<file path="config.mk">
export PLATFORM = sky130hd
export DESIGN_NAME = u8o_front_flat
export DESIGN_NICKNAME = d
export VERILOG_FILES = /design/src/rtl/u8o_pkg.sv /design/src/rtl/u8o_if.sv /design/src/rtl/u8o_front.sv /design/src/flat_wrapper.sv
export SDC_FILE = /design/constraint.sdc
export NUM_CORES = 1
export LEC_CHECK = 0
export BUFFER_PORTS_ARGS = -buffer_cell sky130_fd_sc_hd__buf_4
export CAP_MARGIN = 0
export CORE_UTILIZATION = 26
export DETAILED_ROUTE_END_ITERATION = 6
export PLACE_DENSITY = 0.9
export SYNTH_ARGS = -nofsm -noshare
export SYNTH_HDL_FRONTEND = slang
export SYNTH_SLANG_ARGS = --single-unit
</file>
<file path="constraint.sdc">
create_clock -name vclk -period 1.5
set_input_delay 0.3 -clock vclk [all_inputs]
set_output_delay 0.3 -clock vclk [all_outputs]
set_load 0.03 [all_outputs]
</file>
<file path="src/rtl/u8o_pkg.sv">
// ----------------------------------------------------------------------------
// u8o_pkg
// Shared types, codes and helpers for the utf-8 position to byte offset
// resolver.
// ----------------------------------------------------------------------------
package u8o_pkg;

  // default depth of the wanted position queue
  localparam int QUEUE_DEPTH_DEF = 256;

  // depth of the command queue between front and back (power of two)
  localparam int CMDQ_DEPTH = 4;
  localparam int CMDQ_IDX_W = $clog2(CMDQ_DEPTH);
  localparam int CMDQ_CNT_W = $clog2(CMDQ_DEPTH + 1);

  // input action codes
  localparam logic [1:0] ACT_CLEAR  = 2'd0;
  localparam logic [1:0] ACT_LOAD   = 2'd1;
  localparam logic [1:0] ACT_BYTE   = 2'd2;
  localparam logic [1:0] ACT_FINISH = 2'd3;

  // result kind codes
  localparam logic KIND_PAIR   = 1'b0;
  localparam logic KIND_STATUS = 1'b1;

  // lead byte masks and patterns
  localparam logic [7:0] ASCII_LIMIT = 8'h80;
  localparam logic [7:0] LEAD2_MASK  = 8'hE0;
  localparam logic [7:0] LEAD2_PAT   = 8'hC0;
  localparam logic [7:0] LEAD3_MASK  = 8'hF0;
  localparam logic [7:0] LEAD3_PAT   = 8'hE0;
  localparam logic [7:0] LEAD4_MASK  = 8'hF8;
  localparam logic [7:0] LEAD4_PAT   = 8'hF0;

  // classified command handed from front to back
  typedef struct packed {
    logic [1:0]  op;
    logic        pos_zero;
    logic [31:0] pos;
    logic [1:0]  cont_cnt;
  } cmd_t;

  // command queue read side
  typedef struct packed {
    logic valid;
    cmd_t cmd;
  } cmdq_rd_t;

  // one result item
  typedef struct packed {
    logic        kind;
    logic [31:0] char_position;
    logic [31:0] byte_offset;
    logic        all_resolved;
    logic        overflow;
    logic        last;
  } res_t;

  // number of continuation bytes that follow a lead byte
  function automatic logic [1:0] cont_bytes(input logic [7:0] b);
    logic [1:0] n;
    if (b < ASCII_LIMIT) begin
      n = 2'd0;
    end else if ((b & LEAD2_MASK) == LEAD2_PAT) begin
      n = 2'd1;
    end else if ((b & LEAD3_MASK) == LEAD3_PAT) begin
      n = 2'd2;
    end else if ((b & LEAD4_MASK) == LEAD4_PAT) begin
      n = 2'd3;
    end else begin
      n = 2'd0;
    end
    return n;
  endfunction

  // saturating 32-bit increment
  function automatic logic [31:0] sat_inc(input logic [31:0] x);
    return (x == 32'hFFFF_FFFF) ? x : x + 32'd1;
  endfunction

endpackage

</file>
<file path="src/rtl/u8o_if.sv">
// ----------------------------------------------------------------------------
// u8o_in_if / u8o_out_if
// Valid/ready channels for input items and result items.
// ----------------------------------------------------------------------------
interface u8o_in_if;
  logic        valid;
  logic        ready;
  logic [1:0]  action;
  logic [31:0] wanted_position;
  logic [7:0]  text_byte;

  modport source (output valid, action, wanted_position, text_byte, input ready);
  modport sink   (input valid, action, wanted_position, text_byte, output ready);
endinterface


</file>
<file path="src/rtl/u8o_front.sv">
// ----------------------------------------------------------------------------
// u8o_front
// Accepts input items and classifies them into commands for the back end.
// ----------------------------------------------------------------------------
module u8o_front (
  u8o_in_if.sink        in_ch,
  input  logic          q_full_i,
  output logic          push_o,
  output u8o_pkg::cmd_t cmd_o
);

  // accept while the command queue has room
  assign in_ch.ready = !q_full_i;
  assign push_o      = in_ch.valid && !q_full_i;

  // classify: zero load and lead byte width are decided up front
  always_comb begin
    cmd_o          = '0;
    cmd_o.op       = in_ch.action;
    cmd_o.pos      = in_ch.wanted_position;
    cmd_o.pos_zero = (in_ch.wanted_position == 32'd0);
    cmd_o.cont_cnt = u8o_pkg::cont_bytes(in_ch.text_byte);
  end

endmodule

</file>
<file path="src/flat_wrapper.sv">
// flat-port wrapper written by rule: the top's interface ports become plain ports
module u8o_front_flat 
  (q_full_i, push_o, cmd_o, in_ch_valid, in_ch_action, in_ch_wanted_position, in_ch_text_byte, in_ch_ready);
  u8o_in_if in_ch_i ();
  input  logic q_full_i;
  output logic push_o;
  output u8o_pkg::cmd_t cmd_o;
  input wire logic [$bits(in_ch_i.valid)-1:0] in_ch_valid;
  input wire logic [$bits(in_ch_i.action)-1:0] in_ch_action;
  input wire logic [$bits(in_ch_i.wanted_position)-1:0] in_ch_wanted_position;
  input wire logic [$bits(in_ch_i.text_byte)-1:0] in_ch_text_byte;
  output wire logic [$bits(in_ch_i.ready)-1:0] in_ch_ready;
  assign in_ch_i.valid = in_ch_valid;
  assign in_ch_i.action = in_ch_action;
  assign in_ch_i.wanted_position = in_ch_wanted_position;
  assign in_ch_i.text_byte = in_ch_text_byte;
  assign in_ch_ready = in_ch_i.ready;
  u8o_front u_core (.in_ch(in_ch_i), .q_full_i(q_full_i), .push_o(push_o), .cmd_o(cmd_o));
endmodule
</file>
# Yosys cells after proc, flatten, opt, wreduce, memory -nomap -nowiden
# Index checks and enable logic that the tools add are counted.
# Widths: inputs -> output; s select.
[word_totals] register_bits=0 word_cells=11
[op_classes] order_cmp=1 n_eq_ne=3 n_mux=4 n_reduce_logical=3
[ops] operator="$logic_not 32->1" count=1
[ops] operator="$lt 8x8->1 const B" count=1
[ops] operator="$mux 2" count=4
[ops] operator="$eq 5x5->1 const B" count=1
[ops] operator="$eq 4x4->1 const B" count=1
[ops] operator="$eq 3x3->1 const B" count=1
[ops] operator="$logic_and 1x1->1" count=1
[ops] operator="$logic_not 1->1" count=1

# Logic depth before layout (Yosys ltp)
# Gate-level depths: netlist (run 1).
[depth] word_depth=5 depth_mapped=3 depth_no_buf=3

# Worst setup path after synthesis (run 1)
# Ideal clock, no wire load.
[synth_timing] path_kind="input to output" startpoint="in in_ch_wanted_position[24]" endpoint="out cmd_o[34] (netlist bit)" t_arrival_ps=1091 slack_ps=109 cell_stages=3 n_path_buf=0 cell_sequence="nor4_1 nand4_1 nor2_1"
[synth_rtl] item="from (decl)" line_no="flat_wrapper.sv:10" rtl="input wire logic [$bits(in_ch_i.wanted_position)-1:0] in_ch_wanted_position;"
[synth_rtl] item="to (decl)" line_no="flat_wrapper.sv:7" rtl="output u8o_pkg::cmd_t cmd_o;"

==> results of run 1 <==
## final timing paths
| kind | from | to | slack [ns] | cells past startpoint |
|---|---|---|---|---|
| worst min-delay path | in_ch_action[0] | cmd_o[35] | 0.60 | 0 |
| worst max-delay path | in_ch_wanted_position[16] | cmd_o[34] | 0.09 | 5 |
## final cells by class
type / instances / area [sq um] / share of cell area
timing repair buffer: 76 / 571 / 0.788
multi-input combinational: 17 / 131 / 0.181
tap: 15 / 18.8 / 0.0259
inverter: 1 / 3.75 / 0.00518
## kinds of logic after synthesis
kind of cell	count (synthesis)	share of synthesized area
buffers and inverters	35	0.714
AO/OA/AOI/OAI	2	0.0276
AND/OR/NAND/NOR	15	0.259
## power breakdown
group | switching (mW) | leakage [nW] | total [mW] | internal, mW
Combinational | 0.156 | 0.392 | 0.289 | 0.133
Sequential | 0 | 0 | 0 | 0
Clock | 0 | 0 | 0 | 0
## per-stage QoR
step / instances / power [mW]
6_report: 109 / 0.289
5_1_grt: 109 / 0.304
4_1_cts: 109 / 0.284
3_5_place_dp: 109 / 0.284
3_3_place_gp: 109 / 0.279
2_1_floorplan: 52 / 0.189
## worst max-delay path, cell delays in order
cell     delay [ns]
buf_4          0.11
nor4_1         0.29
nand4_1        0.13
nor2_1         0.11
buf_4          0.16
## layer usage
| layer | global-route usage | share of wire | wire [microns] | vias up |
|---|---|---|---|---|
| met4 | 0.00862 | 0 | 0 | 0 |
| met1 | 0.103 | 0.27 | 320 | 190 |
| li1 | - | - | - | 230 |
| met3 | 0.0284 | 0.20 | 228 | 0 |
| met5 | 0 | 0 | 0 | - |
| met2 | 0.254 | 0.53 | 618 | 45 |
## cell usage in the layout, fill, tap and decap left out
master	synthesis	final
nor4_4	0	1
nand2_1	1	1
nand4_1	2	2
nand2b_1	1	1
nor2b_1	1	1
nor4_1	7	4
inv_1	1	1
a21oi_1	2	2
nand3_1	1	1
nor4_2	1	3
buf_4	34	76
nor2_1	1	1
==> results.py, run 1 <==
metrics = {
    "logic_synthesis": {
        "yosysWarnings": 0,
        "synth.cell_area_sq_um": 363,
        "synth_top_area_frac": 0.703,
        "syn_nets": 96,
        "synthTopCellsByCount": "buf_4 (34), nor4_1 (7), a21oi_1 (2), nand4_1 (2)",
        "yosysMostFrequentCell": "buf_4",
        "ys_seq_area_frac": 0,
        "ys_types": 11,
        "syn_area_per_cell_sq_um": 6.98,
        "postSynthCellCount": 52,
        "synth_top_area_cell": "buf_4",
        "synth_area_leaders": "buf_4 (70%), nor4_1 (12%), nand4_1 (3.4%)",
    },
    "worst_setup_path": {
        "worst-path-max-fanout": 2,
        "crit_arrival_ns": 1.11,
        "worst-setup-path-type": "primary input to primary output",
        "cp-start-kind": "primary input",
        "worstPathRequired_ns": 1.20,
        "critPathCaptureType": "primary output",
    },
    "grt": {
        "overflow": 0,
        "track_usage": 0.115,
        "grt_start_max_net_pins": 3,
        "grt_pass1_vias": 346,
        "antenna_found_initial": 0,
        "grt_pass1_wl_mm": 1.31,
    },
    "sta": {
        "tightest_slew_ns": 0.255,
        "fmax_mhz": 710,
        "finalSetupViolCount": 0,
        "timing.slew.headroom": 0.829,
        "tns_ns": 0,
        "fin_crit_sh": 0.939,
        "drv_slew": 0,
        "setup_ws_ns": 0.0915,
        "whs_ns": 0.600,
        "hold_viol_final": 0,
        "fin_crit_ns": 1.41,
        "rsz0062_at_grt": "false",
    },
    "power_and_ir_drop": {
        "p_per_area_nw_per_um2": 399,
        "vdd_ir_drop_max_mv": 0.167,
        "power.leakage_nw": 0.392,
    },
    "layout": {
        "fin_util": 0.557,
        "fill_cells": 123,
        "n_clock_buffer": 0,
        "stdcell_area_sq_um": 724,
        "layout.area.seq_sq_um": 0,
        "fin_nets": 140,
        "syn2layout_area_growth_pct": 99.7,
        "antenna_cells": 0,
        "drive_gt1_frac": 0.851,
        "flops_and_latches": 0,
    },
    "route": {
        "vias": 465,
        "route.detailed.drc": 0,
        "drtIter0Drc": 2,
        "ant_nets": 0,
        "firstDrtPassIters": 4,
        "viasPerCell": 4.27,
        "wl_per_cell_microns": 10.7,
        "routed_wl_mm": 1.17,
    },
    "place": {
        "numPortBuffers": 76,
        "place_area_sq_um": 697,
        "gp_congestion": 0.586,
        "dpl.hpwl_mm": 1.07,
        "post-place-ws_ns": 0.0277,
    },
    "clock_tree": {
        "post_cts_resized": 0,
        "cts_setup_buffers": 0,
        "cts_hold_buf": 0,
    },
    "flow_run": {
        "drv_cap": 0,
    },
    "die": {
        "row_count": 13,
        "chipHeight_microns": 39.4,
        "initial_core_util": 0.279,
        "die-area_sq_um": 1550,
        "die_width_microns": 39.4,
        "design.core.area_sq_um": 1300,
        "ios": 83,
    },
    "hold_path": {
        "holdCritPathClass": "primary input to primary output",
    },
    "run_status": {
        "outcome": "complete, no violations",
    },
}
(Power assumes the default switching activity.)
==> run 2, diff against run 1 <==
--- a/config.mk
+++ b/config.mk
@@ -9,7 +9,8 @@
 export CAP_MARGIN = 0
 export CORE_UTILIZATION = 26
 export DETAILED_ROUTE_END_ITERATION = 6
-export PLACE_DENSITY = 0.9
+export PLACE_DENSITY = 0.94
+export REMOVE_ABC_BUFFERS = 1
 export SYNTH_ARGS = -nofsm -noshare
 export SYNTH_HDL_FRONTEND = slang
 export SYNTH_SLANG_ARGS = --single-unit
==> run 2 against run 1 <==
Compared with the run above:
- total power is 6.9% higher
- fmax is 0.66% lower
- routed wire length is 26% higher
- non-clock buffer count unchanged
- final cell count stayed put
- global-route usage grew 3.9 points
- utilization up 4.1 points
- via count up 5.4%
- largest power group unchanged
- highest routed layer unchanged
==> results.py, run 2 (synthesized netlist as in run 1, its figures left out) <==
metrics = {
    "layout": {
        "syn2layout_area_growth_pct": 114,
        "n_clock_buffer": 0,
        "antenna_cells": 0,
        "drive_gt1_frac": 0.872,
        "layout_common_cells": "buf_4 (72), nor4_4 (4), buf_6 (4)",
        "fin_util": 0.598,
        "layout_commonest_cell": "buf_4",
        "layout.area.seq_sq_um": 0,
        "flops_and_latches": 0,
        "fin_nets": 140,
    },
    "flow_run": {
        "drv_cap": 0,
    },
    "route": {
        "firstDrtPassIters": 4,
        "vias": 490,
        "ant_nets": 0,
        "route.detailed.drc": 0,
        "viasPerCell": 4.50,
        "wl_per_cell_microns": 13.4,
        "routed_wl_mm": 1.47,
        "drtIter0Drc": 4,
    },
    "sta": {
        "fin_crit_ns": 1.42,
        "finalSetupViolCount": 0,
        "drv_slew": 0,
        "rsz0062_at_grt": "false",
        "tns_ns": 0,
        "fin_crit_sh": 0.945,
        "timing.slew.headroom": 0.844,
        "tightest_slew_ns": 0.233,
        "hold_viol_final": 0,
        "fmax_mhz": 705,
    },
    "clock_tree": {
        "cts_setup_buffers": 0,
        "cts_hold_buf": 0,
        "post_cts_resized": 0,
    },
    "place": {
        "gp_congestion": 0.678,
        "numPortBuffers": 76,
        "dpl.hpwl_mm": 1.28,
    },
    "worst_setup_path": {
        "worst-path-max-fanout": 2,
        "worstPathRequired_ns": 1.20,
        "critPathCaptureType": "primary output",
        "crit_arrival_ns": 1.12,
        "cp-start-kind": "primary input",
        "worst-setup-path-type": "primary input to primary output",
    },
    "power_and_ir_drop": {
        "power.leakage_nw": 0.402,
        "p_per_area_nw_per_um2": 397,
        "vdd_ir_drop_max_mv": 0.201,
    },
    "die": {
        "design.core.area_sq_um": 1300,
        "row_count": 13,
        "chipHeight_microns": 39.4,
        "ios": 83,
        "die_width_microns": 39.4,
        "initial_core_util": 0.279,
        "die-area_sq_um": 1550,
    },
    "grt": {
        "grt_pass1_wl_mm": 1.67,
        "track_usage": 0.154,
        "grt_start_max_net_pins": 3,
        "grt_pass1_vias": 419,
        "overflow": 0,
        "antenna_found_initial": 0,
    },
    "hold_path": {
        "worstHoldEndpoint": "cmd_o[35]",
        "hp-start": "in_ch_action[0]",
        "holdCritPathClass": "primary input to primary output",
        "hold_depth": 0,
    },
    "run_status": {
        "outcome": "complete, no violations",
    },
}
## run 2: where the power goes
group,switching (mW),internal (mW),total [mW]
Combinational,0.169,0.140,0.309
Sequential,0,0,0
Clock,0,0,0
Total,0.169,0.140,0.309
## run 2: routing by layer
layer,track usage,share of wire
met1,0.163,0.32
met2,0.329,0.56
met3,0.0114,0.12
met4,0.00862,0
met5,0,0
## run 2: metrics by stage
stage	setup WS (ns)	cells	cell area, sq um	power (mW)	hold slack, ns
floorplan	0.109	18	108	0.0197	0.600
global placement	0.0316	109	697	0.284	0.600
detailed placement	0.0261	109	697	0.288	0.600
CTS	0.0261	109	697	0.288	0.600
global route	0.00358	109	778	0.323	0.600
finish	0.0821	109	778	0.309	0.600
## run 2: layout make-up
class	instances	area, sq um
fillers	125	523
multi-input cells	17	170
inverters	1	3.75
repair buffers	76	586
well taps	15	18.8
## run 2: worst max path at each step
| stage | end | from | slack (ns) |
|---|---|---|---|
| 3_3_place_gp | cmd_o[34] | in_ch_wanted_position[9] | 0.03 |
| 5_1_grt | cmd_o[34] | in_ch_wanted_position[0] | 0.004 |
| 2_1_floorplan | cmd_o[34] | in_ch_wanted_position[24] | 0.11 |
| 4_1_cts | cmd_o[34] | in_ch_wanted_position[9] | 0.03 |
| 3_5_place_dp | cmd_o[34] | in_ch_wanted_position[9] | 0.03 |
| 6_report | cmd_o[34] | in_ch_wanted_position[24] | 0.08 |
## run 2: critical path, stage by stage
cell	delay, ns
buf_4	0.11
nor4_1	0.27
nand4_1	0.12
nor2_1	0.13
buf_4	0.18
==> run 3, diff against run 2 <==
==> constraint.sdc (replaced) <==
create_clock -name vclk -period 1.5
set_input_delay 0.3 -clock vclk [all_inputs]
set_output_delay 0.3 -clock vclk [all_outputs]
set_load 0.005 [all_outputs]
==> run 3 against run 2 <==
Compared with the run above:
- worst setup slack better by 0.056 ns
- critical endpoint unchanged
- highest routed layer unchanged
- via count is 0.20% higher
- global-route usage is 0.23 points higher
- non-clock buffer count stayed put
- critical path type unchanged
- clock-buffer cell count stayed put
- combinational power is 39% lower
- final cell count stayed put
==> results.py, run 3 (synthesized netlist as in run 1, its figures left out) <==
metrics = {
    "sta": {
        "drv_slew": 0,
        "fin_crit_ns": 1.36,
        "tightest_slew_ns": 0.244,
        "fin_crit_sh": 0.908,
        "rsz0062_at_grt": "false",
        "finalSetupViolCount": 0,
        "hold_viol_final": 0,
        "fmax_mhz": 734,
        "whs_ns": 0.600,
        "tns_ns": 0,
        "timing.slew.headroom": 0.836,
    },
    "route": {
        "vias": 491,
        "drtIter0Drc": 4,
        "route.detailed.drc": 0,
        "routed_wl_mm": 1.35,
        "ant_nets": 0,
        "firstDrtPassIters": 2,
        "wl_per_cell_microns": 12.4,
        "viasPerCell": 4.50,
    },
    "grt": {
        "antenna_found_initial": 0,
        "track_usage": 0.156,
        "grt_start_max_net_pins": 3,
        "grt_pass1_vias": 411,
        "grt_pass1_wl_mm": 1.70,
        "overflow": 0,
    },
    "power_and_ir_drop": {
        "p_per_area_nw_per_um2": 265,
        "vdd_ir_drop_max_mv": 0.125,
        "power.leakage_nw": 0.390,
    },
    "die": {
        "design.core.area_sq_um": 1300,
        "chipHeight_microns": 39.4,
        "ios": 83,
        "die_width_microns": 39.4,
        "row_count": 13,
        "initial_core_util": 0.279,
        "die-area_sq_um": 1550,
    },
    "worst_setup_path": {
        "worst-setup-path-type": "primary input to primary output",
        "worstPathRequired_ns": 1.20,
        "cp-start-kind": "primary input",
        "crit_arrival_ns": 1.06,
        "worst-path-max-fanout": 2,
        "critPathCaptureType": "primary output",
    },
    "hold_path": {
        "hold_depth": 0,
        "holdCritPathClass": "primary input to primary output",
    },
    "layout": {
        "layout_commonest_cell": "buf_4",
        "fin_nets": 140,
        "syn2layout_area_growth_pct": 97.2,
        "n_clock_buffer": 0,
        "flops_and_latches": 0,
        "fill_cells": 133,
        "antenna_cells": 0,
        "drive_gt1_frac": 0.851,
        "layout.area.seq_sq_um": 0,
        "layout_common_cells": "buf_4 (76), nor4_2 (4), nor4_1 (4), a21oi_1 (2), nand4_1 (2)",
    },
    "place": {
        "gp_congestion": 0.678,
        "numPortBuffers": 76,
    },
    "run_status": {
        "outcome": "complete, no violations",
    },
    "flow_run": {
        "drv_cap": 0,
    },
    "clock_tree": {
        "cts_hold_buf": 0,
    },
}
## run 3: cell counts in the layout (fill, tap and decap cells not counted)
No cell type changed its count.
## run 3: final cells by class
type,count,area [sq um],area share
Inverter,1,3.75,0.00524
Multi-Input combinational cell,17,123,0.171
Tap cell,15,18.8,0.0262
Timing Repair Buffer,76,571,0.797
## run 3: where the power goes
group	internal [mW]	switching (mW)	total, mW
Clock	0	0	0
Sequential	0	0	0
Combinational	0.128	0.0611	0.189
Total	0.128	0.0611	0.189
## run 3: worst paths after layout
path | from | end | slack [ns]
worst min-delay path | in_ch_action[0] | cmd_o[35] | 0.60
worst max-delay path | in_ch_wanted_position[9] | cmd_o[34] | 0.14
## run 3: through the flow
stage          instances  power (mW)   util  instance area (sq um)  setup WS [ns]
2_1_floorplan         18     0.00991      -                    108          0.415
4_1_cts              109       0.188  0.536                    697         0.0762
3_5_place_dp         109       0.187  0.536                    697         0.0762
6_report             109       0.189  0.550                    716          0.138
5_1_grt              109       0.204  0.550                    716         0.0117
3_3_place_gp         109       0.184  0.536                    697         0.0816
## run 3: repair_timing
action / 4_1_cts / 5_1_grt
resized for setup: 0 / 3
setup endpoints to repair: 0 / 1
buffers inserted: 0 / 0
## run 3: critical path: stages
cell and delay (ns):
buf_4 0.12, nor4_2 0.27, nand4_1 0.13, nor2_1 0.12, buf_4 0.12
## run 3: per-layer routing
layer,part of all wire,track usage,vias up,routed length [microns]
met4,0,0,0,0
li1,-,-,230,-
met2,0.54,0.321,43,727
met3,0.14,0,0,185
met5,0,0,-,0
met1,0.33,0.187,218,440
