===== src/rtl/u8o_pkg.sv =====
// ----------------------------------------------------------------------------
// u8o_pkg
// Shared types, codes and helpers for the utf-8 position to byte offset
// resolver.
// ----------------------------------------------------------------------------
package u8o_pkg;

  // default depth of the wanted position queue
  localparam int QUEUE_DEPTH_DEF = 256;

  // depth of the command queue between front and back (power of two)
  localparam int CMDQ_DEPTH = 4;
  localparam int CMDQ_IDX_W = $clog2(CMDQ_DEPTH);
  localparam int CMDQ_CNT_W = $clog2(CMDQ_DEPTH + 1);

  // input action codes
  localparam logic [1:0] ACT_CLEAR  = 2'd0;
  localparam logic [1:0] ACT_LOAD   = 2'd1;
  localparam logic [1:0] ACT_BYTE   = 2'd2;
  localparam logic [1:0] ACT_FINISH = 2'd3;

  // result kind codes
  localparam logic KIND_PAIR   = 1'b0;
  localparam logic KIND_STATUS = 1'b1;

  // lead byte masks and patterns
  localparam logic [7:0] ASCII_LIMIT = 8'h80;
  localparam logic [7:0] LEAD2_MASK  = 8'hE0;
  localparam logic [7:0] LEAD2_PAT   = 8'hC0;
  localparam logic [7:0] LEAD3_MASK  = 8'hF0;
  localparam logic [7:0] LEAD3_PAT   = 8'hE0;
  localparam logic [7:0] LEAD4_MASK  = 8'hF8;
  localparam logic [7:0] LEAD4_PAT   = 8'hF0;

  // classified command handed from front to back
  typedef struct packed {
    logic [1:0]  op;
    logic        pos_zero;
    logic [31:0] pos;
    logic [1:0]  cont_cnt;
  } cmd_t;

  // command queue read side
  typedef struct packed {
    logic valid;
    cmd_t cmd;
  } cmdq_rd_t;

  // one result item
  typedef struct packed {
    logic        kind;
    logic [31:0] char_position;
    logic [31:0] byte_offset;
    logic        all_resolved;
    logic        overflow;
    logic        last;
  } res_t;

  // number of continuation bytes that follow a lead byte
  function automatic logic [1:0] cont_bytes(input logic [7:0] b);
    logic [1:0] n;
    if (b < ASCII_LIMIT) begin
      n = 2'd0;
    end else if ((b & LEAD2_MASK) == LEAD2_PAT) begin
      n = 2'd1;
    end else if ((b & LEAD3_MASK) == LEAD3_PAT) begin
      n = 2'd2;
    end else if ((b & LEAD4_MASK) == LEAD4_PAT) begin
      n = 2'd3;
    end else begin
      n = 2'd0;
    end
    return n;
  endfunction

  // saturating 32-bit increment
  function automatic logic [31:0] sat_inc(input logic [31:0] x);
    return (x == 32'hFFFF_FFFF) ? x : x + 32'd1;
  endfunction

endpackage


===== src/rtl/u8o_cmd_fifo.sv =====
// ----------------------------------------------------------------------------
// u8o_cmd_fifo
// Short command queue that decouples the front end from the back end.
// ----------------------------------------------------------------------------
module u8o_cmd_fifo (
  input  logic              clk,
  input  logic              rst_n,
  input  logic              push_i,
  input  u8o_pkg::cmd_t     cmd_i,
  output logic              full_o,
  input  logic              pop_i,
  output u8o_pkg::cmdq_rd_t rd_o
);

  u8o_pkg::cmd_t                      slot_r [u8o_pkg::CMDQ_DEPTH];
  logic [u8o_pkg::CMDQ_IDX_W-1:0]     wr_ptr_r, wr_ptr_nxt;
  logic [u8o_pkg::CMDQ_IDX_W-1:0]     rd_ptr_r, rd_ptr_nxt;
  logic [u8o_pkg::CMDQ_CNT_W-1:0]     cnt_r, cnt_nxt;
  logic                               do_push, do_pop;

  assign full_o   = (cnt_r == u8o_pkg::CMDQ_CNT_W'(u8o_pkg::CMDQ_DEPTH));
  assign rd_o.valid = (cnt_r != '0);
  assign rd_o.cmd   = slot_r[rd_ptr_r];

  assign do_push = push_i && !full_o;
  assign do_pop  = pop_i && rd_o.valid;

  // pointer and fill count update
  always_comb begin
    wr_ptr_nxt = do_push ? wr_ptr_r + 1'b1 : wr_ptr_r;
    rd_ptr_nxt = do_pop  ? rd_ptr_r + 1'b1 : rd_ptr_r;
    cnt_nxt    = cnt_r;
    if (do_push && !do_pop) begin
      cnt_nxt = cnt_r + 1'b1;
    end else if (do_pop && !do_push) begin
      cnt_nxt = cnt_r - 1'b1;
    end
  end

  always_ff @(posedge clk) begin
    if (!rst_n) begin
      wr_ptr_r <= '0;
      rd_ptr_r <= '0;
      cnt_r    <= '0;
    end else begin
      wr_ptr_r <= wr_ptr_nxt;
      rd_ptr_r <= rd_ptr_nxt;
      cnt_r    <= cnt_nxt;
    end
  end

  // command storage
  always_ff @(posedge clk) begin
    if (do_push) begin
      slot_r[wr_ptr_r] <= cmd_i;
    end
  end

endmodule


===== config.mk =====
export PLATFORM = sky130hd
export DESIGN_NAME = u8o_cmd_fifo
export DESIGN_NICKNAME = d
export VERILOG_FILES = /design/src/rtl/u8o_pkg.sv /design/src/rtl/u8o_cmd_fifo.sv
export SDC_FILE = /design/constraint.sdc
export NUM_CORES = 1
export LEC_CHECK = 0
export ABC_AREA = 1
export BUFFER_PORTS_ARGS = -buffer_cell sky130_fd_sc_hd__buf_2
export CORE_MARGIN = 2
export CORE_UTILIZATION = 60
export CTS_BUF_LIST = sky130_fd_sc_hd__clkbuf_4 sky130_fd_sc_hd__clkbuf_8 sky130_fd_sc_hd__clkbuf_16
export DETAILED_ROUTE_END_ITERATION = 10
export GPL_TIMING_DRIVEN = 0
export PLACE_DENSITY = 0.89
export SYNTH_ARGS = -nofsm -noshare
export SYNTH_HDL_FRONTEND = slang
export SYNTH_SLANG_ARGS = --single-unit
export TNS_END_PERCENT = 10

===== constraint.sdc =====
create_clock -name clk -period 4 [get_ports clk]
set_input_delay 0.2 -clock clk [delete_from_list [all_inputs] [get_ports clk]]
set_output_delay 0.2 -clock clk [all_outputs]
set_load 0.05 [all_outputs]

* Word-level counts from Yosys, hierarchy flattened
Memories as Yosys holds them, arrays and structs flattened. A register that Yosys moved wholly into a read port is not among the register bits. Cells that the tools add are included.
Storage, ports and cells: output and inout bits 39, register bits after elaboration 7, bits in latches 0, memories 1, logic and storage cells 24, memory bits (read-only) 0, bits in writable memories 148
Cells by class: divide/modulo/power cells 0, muxes and demuxes 6, eq/ne operators 1, multipliers 0, shifts and indexed selects 0, magnitude comparators 0, add/sub/neg operators 4, bitwise logic cells 0, reductions and logical operators 9
Memory list:
- slot_r | words 4, bits a word 37, read ports 1, clocked after Yosys merged registers in 1, wr ports 1, line u8o_cmd_fifo.sv:15 | u8o_pkg::cmd_t slot_r [u8o_pkg::CMDQ_DEPTH];
Operators by type and width (number):
- $mux W3 | 2
- $add A2 B1 Y2 const B | 2
- $logic_and A1 B1 Y1 | 4
- $mux W2 | 2
- $add A3 B1 Y3 const B | 1
- $eq A3 B3 Y1 const B | 1
- $logic_not A1 Y1 | 3
- $reduce_bool A3 Y1 | 1
- $sub A3 B1 Y3 const B | 1
- $mux W1 | 2
- $reduce_bool A2 Y1 | 1

* Longest topological paths before layout
Gate-level depths: netlist of run 1.
depth in word-level cells 7, depth in mapped cells 13

* Worst setup path before layout of run 1
No wires, ideal clock.
path kind register to register, start register cnt_r[0] in the netlist's numbering, end memory slot_r[0][0] in the netlist's numbering (enable), buffers on the path 0, stages on the path, launching flop included 5, setup time 0.431 ns, data arrival time 2.221 ns, setup slack 1.348 ns, cell sequence dfxtp_1 > nor2_1 > nand2_1 > nand2_1 > nor2_1
On the way: cells in the longest elaborated chain, start to end 5
RTL lines:
- from (decl) | line u8o_cmd_fifo.sv:18 | logic [u8o_pkg::CMDQ_CNT_W-1:0] cnt_r, cnt_nxt;
- from (signal assigned) | line u8o_cmd_fifo.sv:48 | cnt_r <= cnt_nxt;
- $eq A3 B3 Y1 | line u8o_cmd_fifo.sv:21 | assign full_o = (cnt_r == u8o_pkg::CMDQ_CNT_W'(u8o_pkg::CMDQ_DEPTH));
- $logic_not A1 Y1 | line u8o_cmd_fifo.sv:25 | assign do_push = push_i && !full_o;
- $logic_and A1 B1 Y1 | line u8o_cmd_fifo.sv:25
- $mux W1 | line u8o_cmd_fifo.sv:54 | if (do_push) begin
- $mux W1 (implied by the code) | line u8o_cmd_fifo.sv:55 | slot_r[wr_ptr_r] <= cmd_i;
- to (decl) | line u8o_cmd_fifo.sv:15
Every way passes these cells.

==> flow_summary.json, run 1 <==
{
  "worst-path-stages": 5,
  "core_um2": 9730,
  "dr.pass1.iters": 6,
  "synth_nets": 474,
  "cp-end-kind": "primary output",
  "layout-area-overhead-vs-synth_pct": 28.2,
  "grt_pass1_wl_um": 21300,
  "synth.largest_area_cell": "edfxtp_1",
  "finalNonFillerCells": 715,
  "synthCells": 427,
  "finalSetupTns_ns": 0,
  "routabilityCongestion": 0.721,
  "drv_slew": 0,
  "htree_levels": 4,
  "io_buffers": 79,
  "setup_viol": 0,
  "cts_tree": "yes",
  "critical_path_buf_inv_count": 3,
  "dieArea_um2": 10800,
  "syn_avg_cell_area_um2": 14.0,
  "cp.arrival_ns": 2.23,
  "rows": 36,
  "outcome": "completed",
  "relSlewSlack": 0.656,
  "antenna_found_initial": 0,
  "dp_hpwl_um": 7540,
  "crit_slowest_cell": "clkbuf_1",
  "wl_per_cell_um": 19.5,
  "fin_util": 0.787,
  "grt_pass1_vias": 4184,
  "fillers": 553,
  "worstSetupEndpoint": "rd_o[30]",
  "critical_path_class": "flip-flop to primary output",
  "post_cts_buffers": 0,
  "synth_commonest_cells": "edfxtp_1, nor2_1, o21ai_0",
  "ys.flop_type": "edfxtp_1",
  "register_area_um2": 4620,
  "fin_nets": 616,
  "gr-total-overflow": 0,
  "multi_input_area_um2": 1160,
  "max-vdd-ir-drop_v": 0.000489,
  "cts_inserted_buffers": 17,
  "cts_max_path_buffers": 2,
  "synthArstFlopShare": 0,
  "routed_wl_um": 13900,
  "grt_max_degree": 31,
  "leakagePower_nw": 2.81,
  "r2r_start": "cnt_r[1]",
  "r2r_end": "cnt_r[1]",
  "finClkSkew_ns": 0.0125,
  "cp_max_fo": 10,
  "fmax_mhz": 412,
  "die_y_um": 104,
  "synth-edff-count": 148,
  "drc": 0,
  "fin_crit_ns": 2.43,
  "finalCritPeriodShare": 0.607,
  "reg2reg_depth": 9,
  "ys.warnings.count": 0,
  "start_util": 0.614,
  "cts-root-buf": "clkbuf_8",
  "cts.sinks": 157,
  "p_total_mw": 5.55,
  "path_clk_slew_ns": 0.06,
  "hp-class": "primary input to flip-flop",
  "diodes": 0,
  "r2r_slack_ns": 1.84,
  "die_w_um": 104,
  "synth_seq_cells": 157,
  "vias": 4035,
  "cpPeakStageDelay_ns": 0.40,
  "place_inst": 643,
  "worst_pin_slew_ns": 0.515,
  "drtAntennaViolNets": 0,
  "maxCapViolations": 0,
  "netlist.area_leader.share": 0.744,
  "insertion_delay_ns": 0.54,
  "yosysSeqAreaShare": 0.774,
  "crit_required_ns": 3.80,
  "drt_iter0_markers": 316,
  "vias_per_cell": 5.64,
  "path_delay_family": "buffers and inverters",
  "synth.area.top_cells": "edfxtp_1, nor2_1, o21ai_0",
  "crit_path_start_kind": "flip-flop",
  "hold_viol_final": 0,
  "drive_above_1_share": 0.230,
  "rsz0062_at_grt": "false",
  "synth_cell_types": 20,
  "io_pins": 80,
  "yosys.cell_count.top_type": "edfxtp_1",
  "holdPathStages": 2,
  "power_density_nw_per_um2": 725,
  "crit_chain": "buf_4, clkbuf_1, o21ai_0, o22ai_1, buf_2",
  "syn-cell-area_um2": 5970,
  "grt_usage": 0.265
}
-- kinds of logic (layout without fill, tap and decap cells) --
group                    count (synthesis)  in the layout  synth area share
XOR/XNOR                                 1              1           0.00147
flip-flops                             157            157             0.774
AND/OR/NAND/NOR                        108            108            0.0693
buffers and inverters                   40            195            0.0369
AO/OA/AOI/OAI                          115            115             0.104
adder cells (fa/ha/maj)                  6              6            0.0138
-- state kept, by name, indices dropped and copies added, names as in the netlist, named ones only --
signal    cells
slot_r      148
cnt_r         3
rd_ptr_r      2
wr_ptr_r      2
-- worst min-delay path by stage --
stage	startpoint	end	slack, ns
2_1_floorplan	cmd_i[0]	slot_r[0][0]	0.30
3_3_place_gp	cmd_i[30]	slot_r[3][30]	0.41
3_5_place_dp	cmd_i[22]	slot_r[0][22]	0.42
4_1_cts	cmd_i[36]	slot_r[0][36]	0.40
5_1_grt	cmd_i[36]	slot_r[0][36]	0.41
6_report	cmd_i[36]	slot_r[0][36]	0.41
-- layout by cell type, fill, tap and decap left out, drive strengths merged --
master       instances
edfxtp             148
a21oi                3
inv                 18
dfxtp                9
clkbuf              33
dlygate4sd3         40
nand2               15
nand3b               1
ha                   5
fa                   1
o22ai               37
buf                 96
o21ai               75
nand3                4
xor2                 1
bufinv               3
clkinvlp             3
nor2                88
clkinv               2
-- metrics by stage --
step                      setup slack, ns  cell area (µm²)  hold slack (ns)
after floorplan                      1.35             5970            0.299
final                                1.57             7660            0.410
after global placement              0.197             6530            0.409
after global routing                 1.48             7660            0.409
after CTS                            1.60             7660            0.401
after detailed placement             1.83             6640            0.416
-- report_power, final --
group	switching (mW)	leakage (nW)	total (mW)	internal [mW]
Clock	0.622	0.295	1.65	1.02
Combinational	1.39	1.09	1.84	0.455
Sequential	0.0634	1.43	2.06	2.00
Total	2.08	2.81	5.55	3.48
-- final cells by class --
cell class,count,share of cell area
Clock buffer,23,0.0624
Timing Repair Buffer,123,0.114
Buffer,23,0.0204
Clock inverter,9,0.0176
Sequential cell,157,0.604
Inverter,17,0.00833
Tap cell,133,0.0217
Multi-Input combinational cell,230,0.151
-- routing by layer --
metal  GRT usage  share of wire  wire length (µm)  vias up
met1       0.306           0.37              5150     1908
met3      0.0755          0.078              1090       21
met2       0.455           0.54              7480      245
li1            -              -                 -     1861
met5           0              0                 0        -
met4       0.131          0.017               232        0
-- what timing repair did --
item                                   in CTS  in global routing
endpoints found under the hold margin     154                  0
setup endpoints to repair                   0                  0
hold buffers                               40                  0
gates resized for setup                     0                  0
Note: power is estimated with default switching activity, not from simulation.
==> run 2: changes to the inputs <==
--- a/config.mk
+++ b/config.mk
@@ -5,14 +5,14 @@
 export SDC_FILE = /design/constraint.sdc
 export NUM_CORES = 1
 export LEC_CHECK = 0
-export ABC_AREA = 1
+export ABC_AREA = 0
 export BUFFER_PORTS_ARGS = -buffer_cell sky130_fd_sc_hd__buf_2
 export CORE_MARGIN = 2
-export CORE_UTILIZATION = 60
+export CORE_UTILIZATION = 57
 export CTS_BUF_LIST = sky130_fd_sc_hd__clkbuf_4 sky130_fd_sc_hd__clkbuf_8 sky130_fd_sc_hd__clkbuf_16
 export DETAILED_ROUTE_END_ITERATION = 10
 export GPL_TIMING_DRIVEN = 0
-export PLACE_DENSITY = 0.89
+export PLACE_DENSITY = 0.85
 export SYNTH_ARGS = -nofsm -noshare
 export SYNTH_HDL_FRONTEND = slang
 export SYNTH_SLANG_ARGS = --single-unit
==> constraint.sdc (replaced) <==
create_clock -name clk -period 2.27 [get_ports clk]
set_input_delay 0.1135 -clock clk [delete_from_list [all_inputs] [get_ports clk]]
set_output_delay 0.1135 -clock clk [all_outputs]
set_load 0.05 [all_outputs]
==> run 2 against run 1 <==
- clock power increased by 67%
- core utilization decreased by 4.7 points
- critical endpoint unchanged
- synthesized cell count decreased by 44%
- largest cell class unchanged
- hold slack got worse by 0.36 ns
- clock-buffer cell count decreased by 6
- global-route usage decreased by 7.1 points
- critical path type unchanged
- non-clock buffer count decreased by 15
- via count decreased by 29%
- first-iteration DRC count decreased by 59%
- die area increased by 3.2%
==> flow_summary.json, run 2 <==
{
  "synth.largest_area_cell": "edfxtp_1",
  "critical_path_buf_inv_count": 3,
  "crit_top_cell": "buf_2",
  "layout-area-overhead-vs-synth_pct": 28.0,
  "critical_path_class": "flip-flop to primary output",
  "fin_crit_ns": 2.14,
  "cts_tree": "yes",
  "crit_path_start_kind": "flip-flop",
  "largest-register": "slot_r",
  "worst_pin_slew_ns": 0.601,
  "drc": 0,
  "drive_above_1_share": 0.416,
  "yosys.cell_count.top_type": "edfxtp_1",
  "grt_pass1_vias": 2985,
  "drt_iter0_markers": 131,
  "reg.largest.list": "slot_r (148), cnt_r (3)",
  "synth_nets": 288,
  "io_buffers": 78,
  "synth.area.top_cells": "edfxtp_1, mux4_2, dfxtp_1",
  "routabilityCongestion": 0.686,
  "path_clk_slew_ns": 0.06,
  "yosysSeqAreaShare": 0.789,
  "max-vdd-ir-drop_v": 0.000772,
  "cts_max_path_buffers": 2,
  "fin_hold_ws_ns": 0.0457,
  "insertion_delay_ns": 0.52,
  "io_pins": 80,
  "finalCritPeriodShare": 0.942,
  "hp-class": "primary input to flip-flop",
  "synthArstFlopShare": 0,
  "layout_common_cells": "edfxtp_1, buf_2, dlygate4sd3_1, mux4_2, clkbuf_16",
  "gr-total-overflow": 0,
  "drtAntennaViolNets": 0,
  "antenna_found_initial": 1,
  "maxCapViolations": 0,
  "synth-edff-count": 148,
  "dp_hpwl_um": 5780,
  "r2r_start": "cnt_r[2]",
  "hold_viol_final": 0,
  "dieArea_um2": 11100,
  "fmax_mhz": 468,
  "finClkSkew_ns": 0.00712,
  "cp.arrival_ns": 2.03,
  "cpPeakStageDelay_ns": 0.37,
  "vias": 2865,
  "fin_nets": 428,
  "syn-cell-area_um2": 5860,
  "largest_register_ffs": 148,
  "cts.sinks": 157,
  "fin_util": 0.740,
  "wl_per_cell_um": 18.6,
  "grt_max_degree": 28,
  "relSlewSlack": 0.599,
  "synthCells": 241,
  "grt_pass1_wl_um": 15500,
  "die_y_um": 105,
  "grt_usage": 0.194,
  "r2r_slack_ns": 0.20,
  "layout_commonest_cell": "edfxtp_1",
  "routed_wl_um": 9900,
  "outcome": "completed",
  "synth_cell_types": 24,
  "worst-path-stages": 4,
  "dr.pass1.iters": 4,
  "layout_setup_ws_ns": 0.131,
  "r2r_end": "cnt_r[2]",
  "ys.warnings.count": 0,
  "worstSetupEndpoint": "rd_o[30]",
  "htree_levels": 4,
  "core_um2": 10100,
  "syn_avg_cell_area_um2": 24.3,
  "vias_per_cell": 5.40,
  "leakagePower_nw": 2.62,
  "fillers": 600,
  "power_density_nw_per_um2": 1250,
  "synth_seq_cells": 157,
  "setup_viol": 0,
  "crit_required_ns": 2.16,
  "cp-end-kind": "primary output",
  "path_delay_family": "buffers and inverters",
  "die_w_um": 105,
  "rows": 37,
  "reg2reg_depth": 9,
  "rsz0062_at_grt": "false",
  "synth_commonest_cells": "edfxtp_1, mux4_2, dfxtp_1",
  "start_util": 0.578,
  "cp_max_fo": 10,
  "crit_chain": "clkbuf_2, buf_2, mux4_2, buf_2",
  "crit_slowest_cell": "mux4_2",
  "preCtsSetupSlack_ns": 0.0557,
  "netlist.area_leader.share": 0.758,
  "cts_inserted_buffers": 17,
  "cts-root-buf": "clkbuf_8",
  "drv_slew": 0,
  "ys.flop_type": "edfxtp_1"
}
==> run 2: final cells by class <==
type | instances | area, µm² | area share
clock buffers | 17 | 414 | 0.0552
clock inverters | 15 | 170 | 0.0227
inverters | 3 | 11.3 | 0.00150
multi-input cells | 71 | 1140 | 0.152
plain buffers | 10 | 103 | 0.0137
repair buffers | 121 | 866 | 0.115
well taps | 136 | 170 | 0.0227
flip-flops and latches | 157 | 4630 | 0.616
diodes | 1 | 2.50 | 0.000333
==> run 2: through the flow <==
step	power [mW]	cell area [µm²]	setup TNS [ns]	cells
floorplan	6.02	5870	0	241
global placement	6.57	6430	-86.57	455
detailed placement	6.65	6520	0	459
CTS	9.45	7490	0	529
global route	9.74	7510	0	531
finish	9.39	7510	0	531
==> run 2: power by group <==
part	switching (mW)	internal (mW)
combinational	1.94	1.05
sequential	0.114	3.52
clock	1.08	1.67
==> run 2: per-layer routing <==
metal,vias to the layer above,wire length [µm],global-route usage
met1,1461,4080,0.240
met4,0,216,0.0800
met5,-,0,0
met2,91,5150,0.319
li1,1290,-,-
met3,23,455,0.0606
==> run 2: how the worst min path moves through the flow <==
stage	from	end	slack, ns	cells past startpoint
finish	pop_i	flip-flop	0.05	4
global route	pop_i	rd_ptr_r[0]	0.07	4
CTS	pop_i	flip-flop	0.03	4
detailed placement	cmd_i[22]	slot_r[2][22]	0.33	1
global placement	cmd_i[8]	slot_r[2][8]	0.32	1
floorplan	cmd_i[0]	slot_r[0][0]	0.21	0
==> run 2: cell families (layout without fill, tap and decap cells) <==
kind of cell               count (synthesis)  count (layout)  share of synthesized area
DFF                                      157             157                      0.789
muxes                                     40              40                      0.149
and+or+nand+nor                           17              17                     0.0175
buffers and inverters                     13             166                     0.0190
adders and majority gates                  6               6                     0.0141
AOI/OAI and AO/OA                          4               4                    0.00576
xor gates and xnor gates                   4               4                    0.00598
other                                      0               1                          0
==> run 2: what timing repair did <==
action / CTS / global route
endpoints found under the hold margin: 149 / 0
resized for setup: 0 / 6
hold buffers: 38 / 0
setup endpoints to repair: 0 / 1
setup buffers: 0 / 1
==> run 2: worst reg2reg max path, delay by kind of cell, from the launching register on <==
| family | cells | cell delay, ns |
|---|---|---|
| compound gates | 1 | 0.15 |
| xor+xnor | 1 | 0.16 |
| fa+ha+maj | 2 | 0.55 |
| buf+inv | 2 | 0.17 |
| flops | 1 | 0.36 |
| simple gates | 3 | 0.60 |
==> run 3: changes to the inputs <==
--- a/config.mk
+++ b/config.mk
@@ -8,11 +8,12 @@
 export ABC_AREA = 0
 export BUFFER_PORTS_ARGS = -buffer_cell sky130_fd_sc_hd__buf_2
 export CORE_MARGIN = 2
-export CORE_UTILIZATION = 57
+export CORE_UTILIZATION = 60
 export CTS_BUF_LIST = sky130_fd_sc_hd__clkbuf_4 sky130_fd_sc_hd__clkbuf_8 sky130_fd_sc_hd__clkbuf_16
 export DETAILED_ROUTE_END_ITERATION = 10
 export GPL_TIMING_DRIVEN = 0
-export PLACE_DENSITY = 0.85
+export PLACE_DENSITY = 0.89
+export REMOVE_ABC_BUFFERS = 1
 export SYNTH_ARGS = -nofsm -noshare
 export SYNTH_HDL_FRONTEND = slang
 export SYNTH_SLANG_ARGS = --single-unit
==> constraint.sdc (replaced) <==
create_clock -name clk -period 2.7 [get_ports clk]
set_input_delay 0.135 -clock clk [delete_from_list [all_inputs] [get_ports clk]]
set_output_delay 0.135 -clock clk [all_outputs]
set_load 0.05 [all_outputs]
==> run 3 against run 2 <==
- non-clock buffer count down 8
- via count down 0.49%
- final area about the same
- flip-flop and latch count unchanged
- critical path depth down 1
- core utilization up 3.8 points
- register-to-register slack better by 0.08 ns
- largest power group unchanged
==> flow_summary.json, run 3 (synthesis gave the netlist of run 2 again) <==
{
  "setup_viol": 0,
  "p_total_mw": 8.05,
  "placed_cell_area_um2": 6480,
  "drt_iter0_markers": 110,
  "cpPeakStageDelay_ns": 0.69,
  "fin_area_um2": 7500,
  "dr.pass1.iters": 4,
  "layout_commonest_cell": "edfxtp_1",
  "die_y_um": 103,
  "fin_hold_ws_ns": 0.0628,
  "critical_path_class": "flip-flop to primary output",
  "grt_usage": 0.208,
  "hp-start": "pop_i",
  "fin_nets": 420,
  "diodes": 0,
  "crit_path_start_kind": "flip-flop",
  "leakagePower_nw": 2.62,
  "holdPathStages": 4,
  "insertion_delay_ns": 0.53,
  "reg.largest.list": "slot_r (148), cnt_r (3)",
  "grt_pass1_wl_um": 15300,
  "outcome": "completed",
  "crit_chain": "buf_12, mux4_2, buf_2",
  "vias_per_cell": 5.49,
  "drc": 0,
  "cp-end-kind": "primary output",
  "cts_tree": "yes",
  "worst_pin_slew_ns": 0.578,
  "finClkSkew_ns": 0.0120,
  "routed_wl_um": 10300,
  "r2r_end": "cnt_r[2]",
  "largest_register_ffs": 148,
  "rsz0062_at_grt": "false",
  "htree_levels": 4,
  "antenna_found_initial": 0,
  "drv_slew": 0,
  "max-vdd-ir-drop_v": 0.000635,
  "cts_inserted_buffers": 17,
  "r2r_slack_ns": 0.28,
  "finalCritPeriodShare": 0.907,
  "crit_required_ns": 2.57,
  "gr-total-overflow": 0,
  "drive_above_1_share": 0.407,
  "drtAntennaViolNets": 0,
  "dieArea_um2": 10600,
  "cp.arrival_ns": 2.32,
  "fmax_mhz": 408,
  "start_util": 0.608,
  "r2r_start": "cnt_r[0]",
  "hold_viol_final": 0,
  "die_w_um": 103,
  "maxCapViolations": 0,
  "reg2reg_depth": 8,
  "layout-area-overhead-vs-synth_pct": 27.9,
  "crit_slowest_cell": "dfxtp_2",
  "cp_max_fo": 23,
  "fin_crit_ns": 2.45,
  "core_um2": 9640,
  "routabilityCongestion": 0.665,
  "io_buffers": 79,
  "cts.repair.resized": 0,
  "io_pins": 80,
  "vias": 2851,
  "dp_hpwl_um": 5920,
  "rows": 36,
  "largest-register": "slot_r",
  "hp-class": "primary input to flip-flop",
  "cts-root-buf": "clkbuf_8",
  "post_cts_buffers": 0,
  "grt_max_degree": 24,
  "grt_pass1_vias": 3016,
  "path_clk_slew_ns": 0.06,
  "wl_per_cell_um": 19.8,
  "layout_common_cells": "edfxtp_1, buf_2, dlygate4sd3_1, mux4_2, clkbuf_16",
  "cts_hold_buf": 38,
  "cts_max_path_buffers": 2,
  "relSlewSlack": 0.615,
  "power_density_nw_per_um2": 1070,
  "cts.sinks": 157
}
==> run 3: cell types whose count changed in the layout (fill, tap and decap cells not counted), sizes merged <==
cell | before | now
inv | 6 | 4
diode | 1 | 0
clkbuf | 19 | 18
buf | 91 | 85
bufinv | 3 | 5
clkinvlp | 2 | 1
==> run 3: how the worst max path moves through the flow <==
stage / slack, ns / to / cells after the start / start
2_1_floorplan: -0.003 / rd_o[22] / 1 / flip-flop
3_3_place_gp: -0.61 / rd_o[22] / 2 / flip-flop
3_5_place_dp: 0.25 / cnt_r[2] / 8 / cnt_r[0]
4_1_cts: 0.16 / rd_o[15] / 3 / flip-flop
5_1_grt: 0.02 / cnt_r[2] / 8 / cnt_r[0]
6_report: 0.25 / rd_o[15] / 3 / flip-flop
==> run 3: metal layers <==
layer | wire length [µm] | track usage | part of all wire | up-vias
met5 | 0 | 0 | 0 | -
met4 | 132 | 0.0931 | 0.013 | 0
met3 | 460 | 0.0549 | 0.045 | 12
met2 | 5490 | 0.355 | 0.53 | 91
met1 | 4210 | 0.250 | 0.41 | 1467
li1 | - | - | - | 1281
==> run 3: report_power, final <==
group          internal (mW)  switching [mW]  leakage [nW]
sequential              2.96           0.172          1.43
clock                   1.61           0.923         0.308
combinational          0.826            1.56         0.876
total                   5.40            2.65          2.62
==> run 3: critical path, delay by kind of cell, from the launching register on <==
kind,cells,cell delay (ns)
flops,1,0.69
mux,1,0.56
buf+inv,2,0.52
==> run 3: layout make-up <==
class / count / area [µm²]
Tap cell: 133 / 166
Timing Repair Buffer: 123 / 926
Multi-Input combinational cell: 71 / 1130
Inverter: 3 / 11.3
Clock buffer: 18 / 422
Clock inverter: 14 / 218
Sequential cell: 157 / 4630
Fill cell: 552 / 2140
==> run 3: per-stage QoR <==
step | util | std cells | worst slack, ns | setup TNS [ns]
floorplan | - | 231 | -0.00283 | -0.00849
global placement | 0.656 | 443 | -0.611 | -50.52
detailed placement | 0.673 | 449 | 0.253 | 0
CTS | 0.778 | 519 | 0.164 | 0
global route | 0.778 | 519 | 0.0217 | 0
finish | 0.778 | 519 | 0.250 | 0
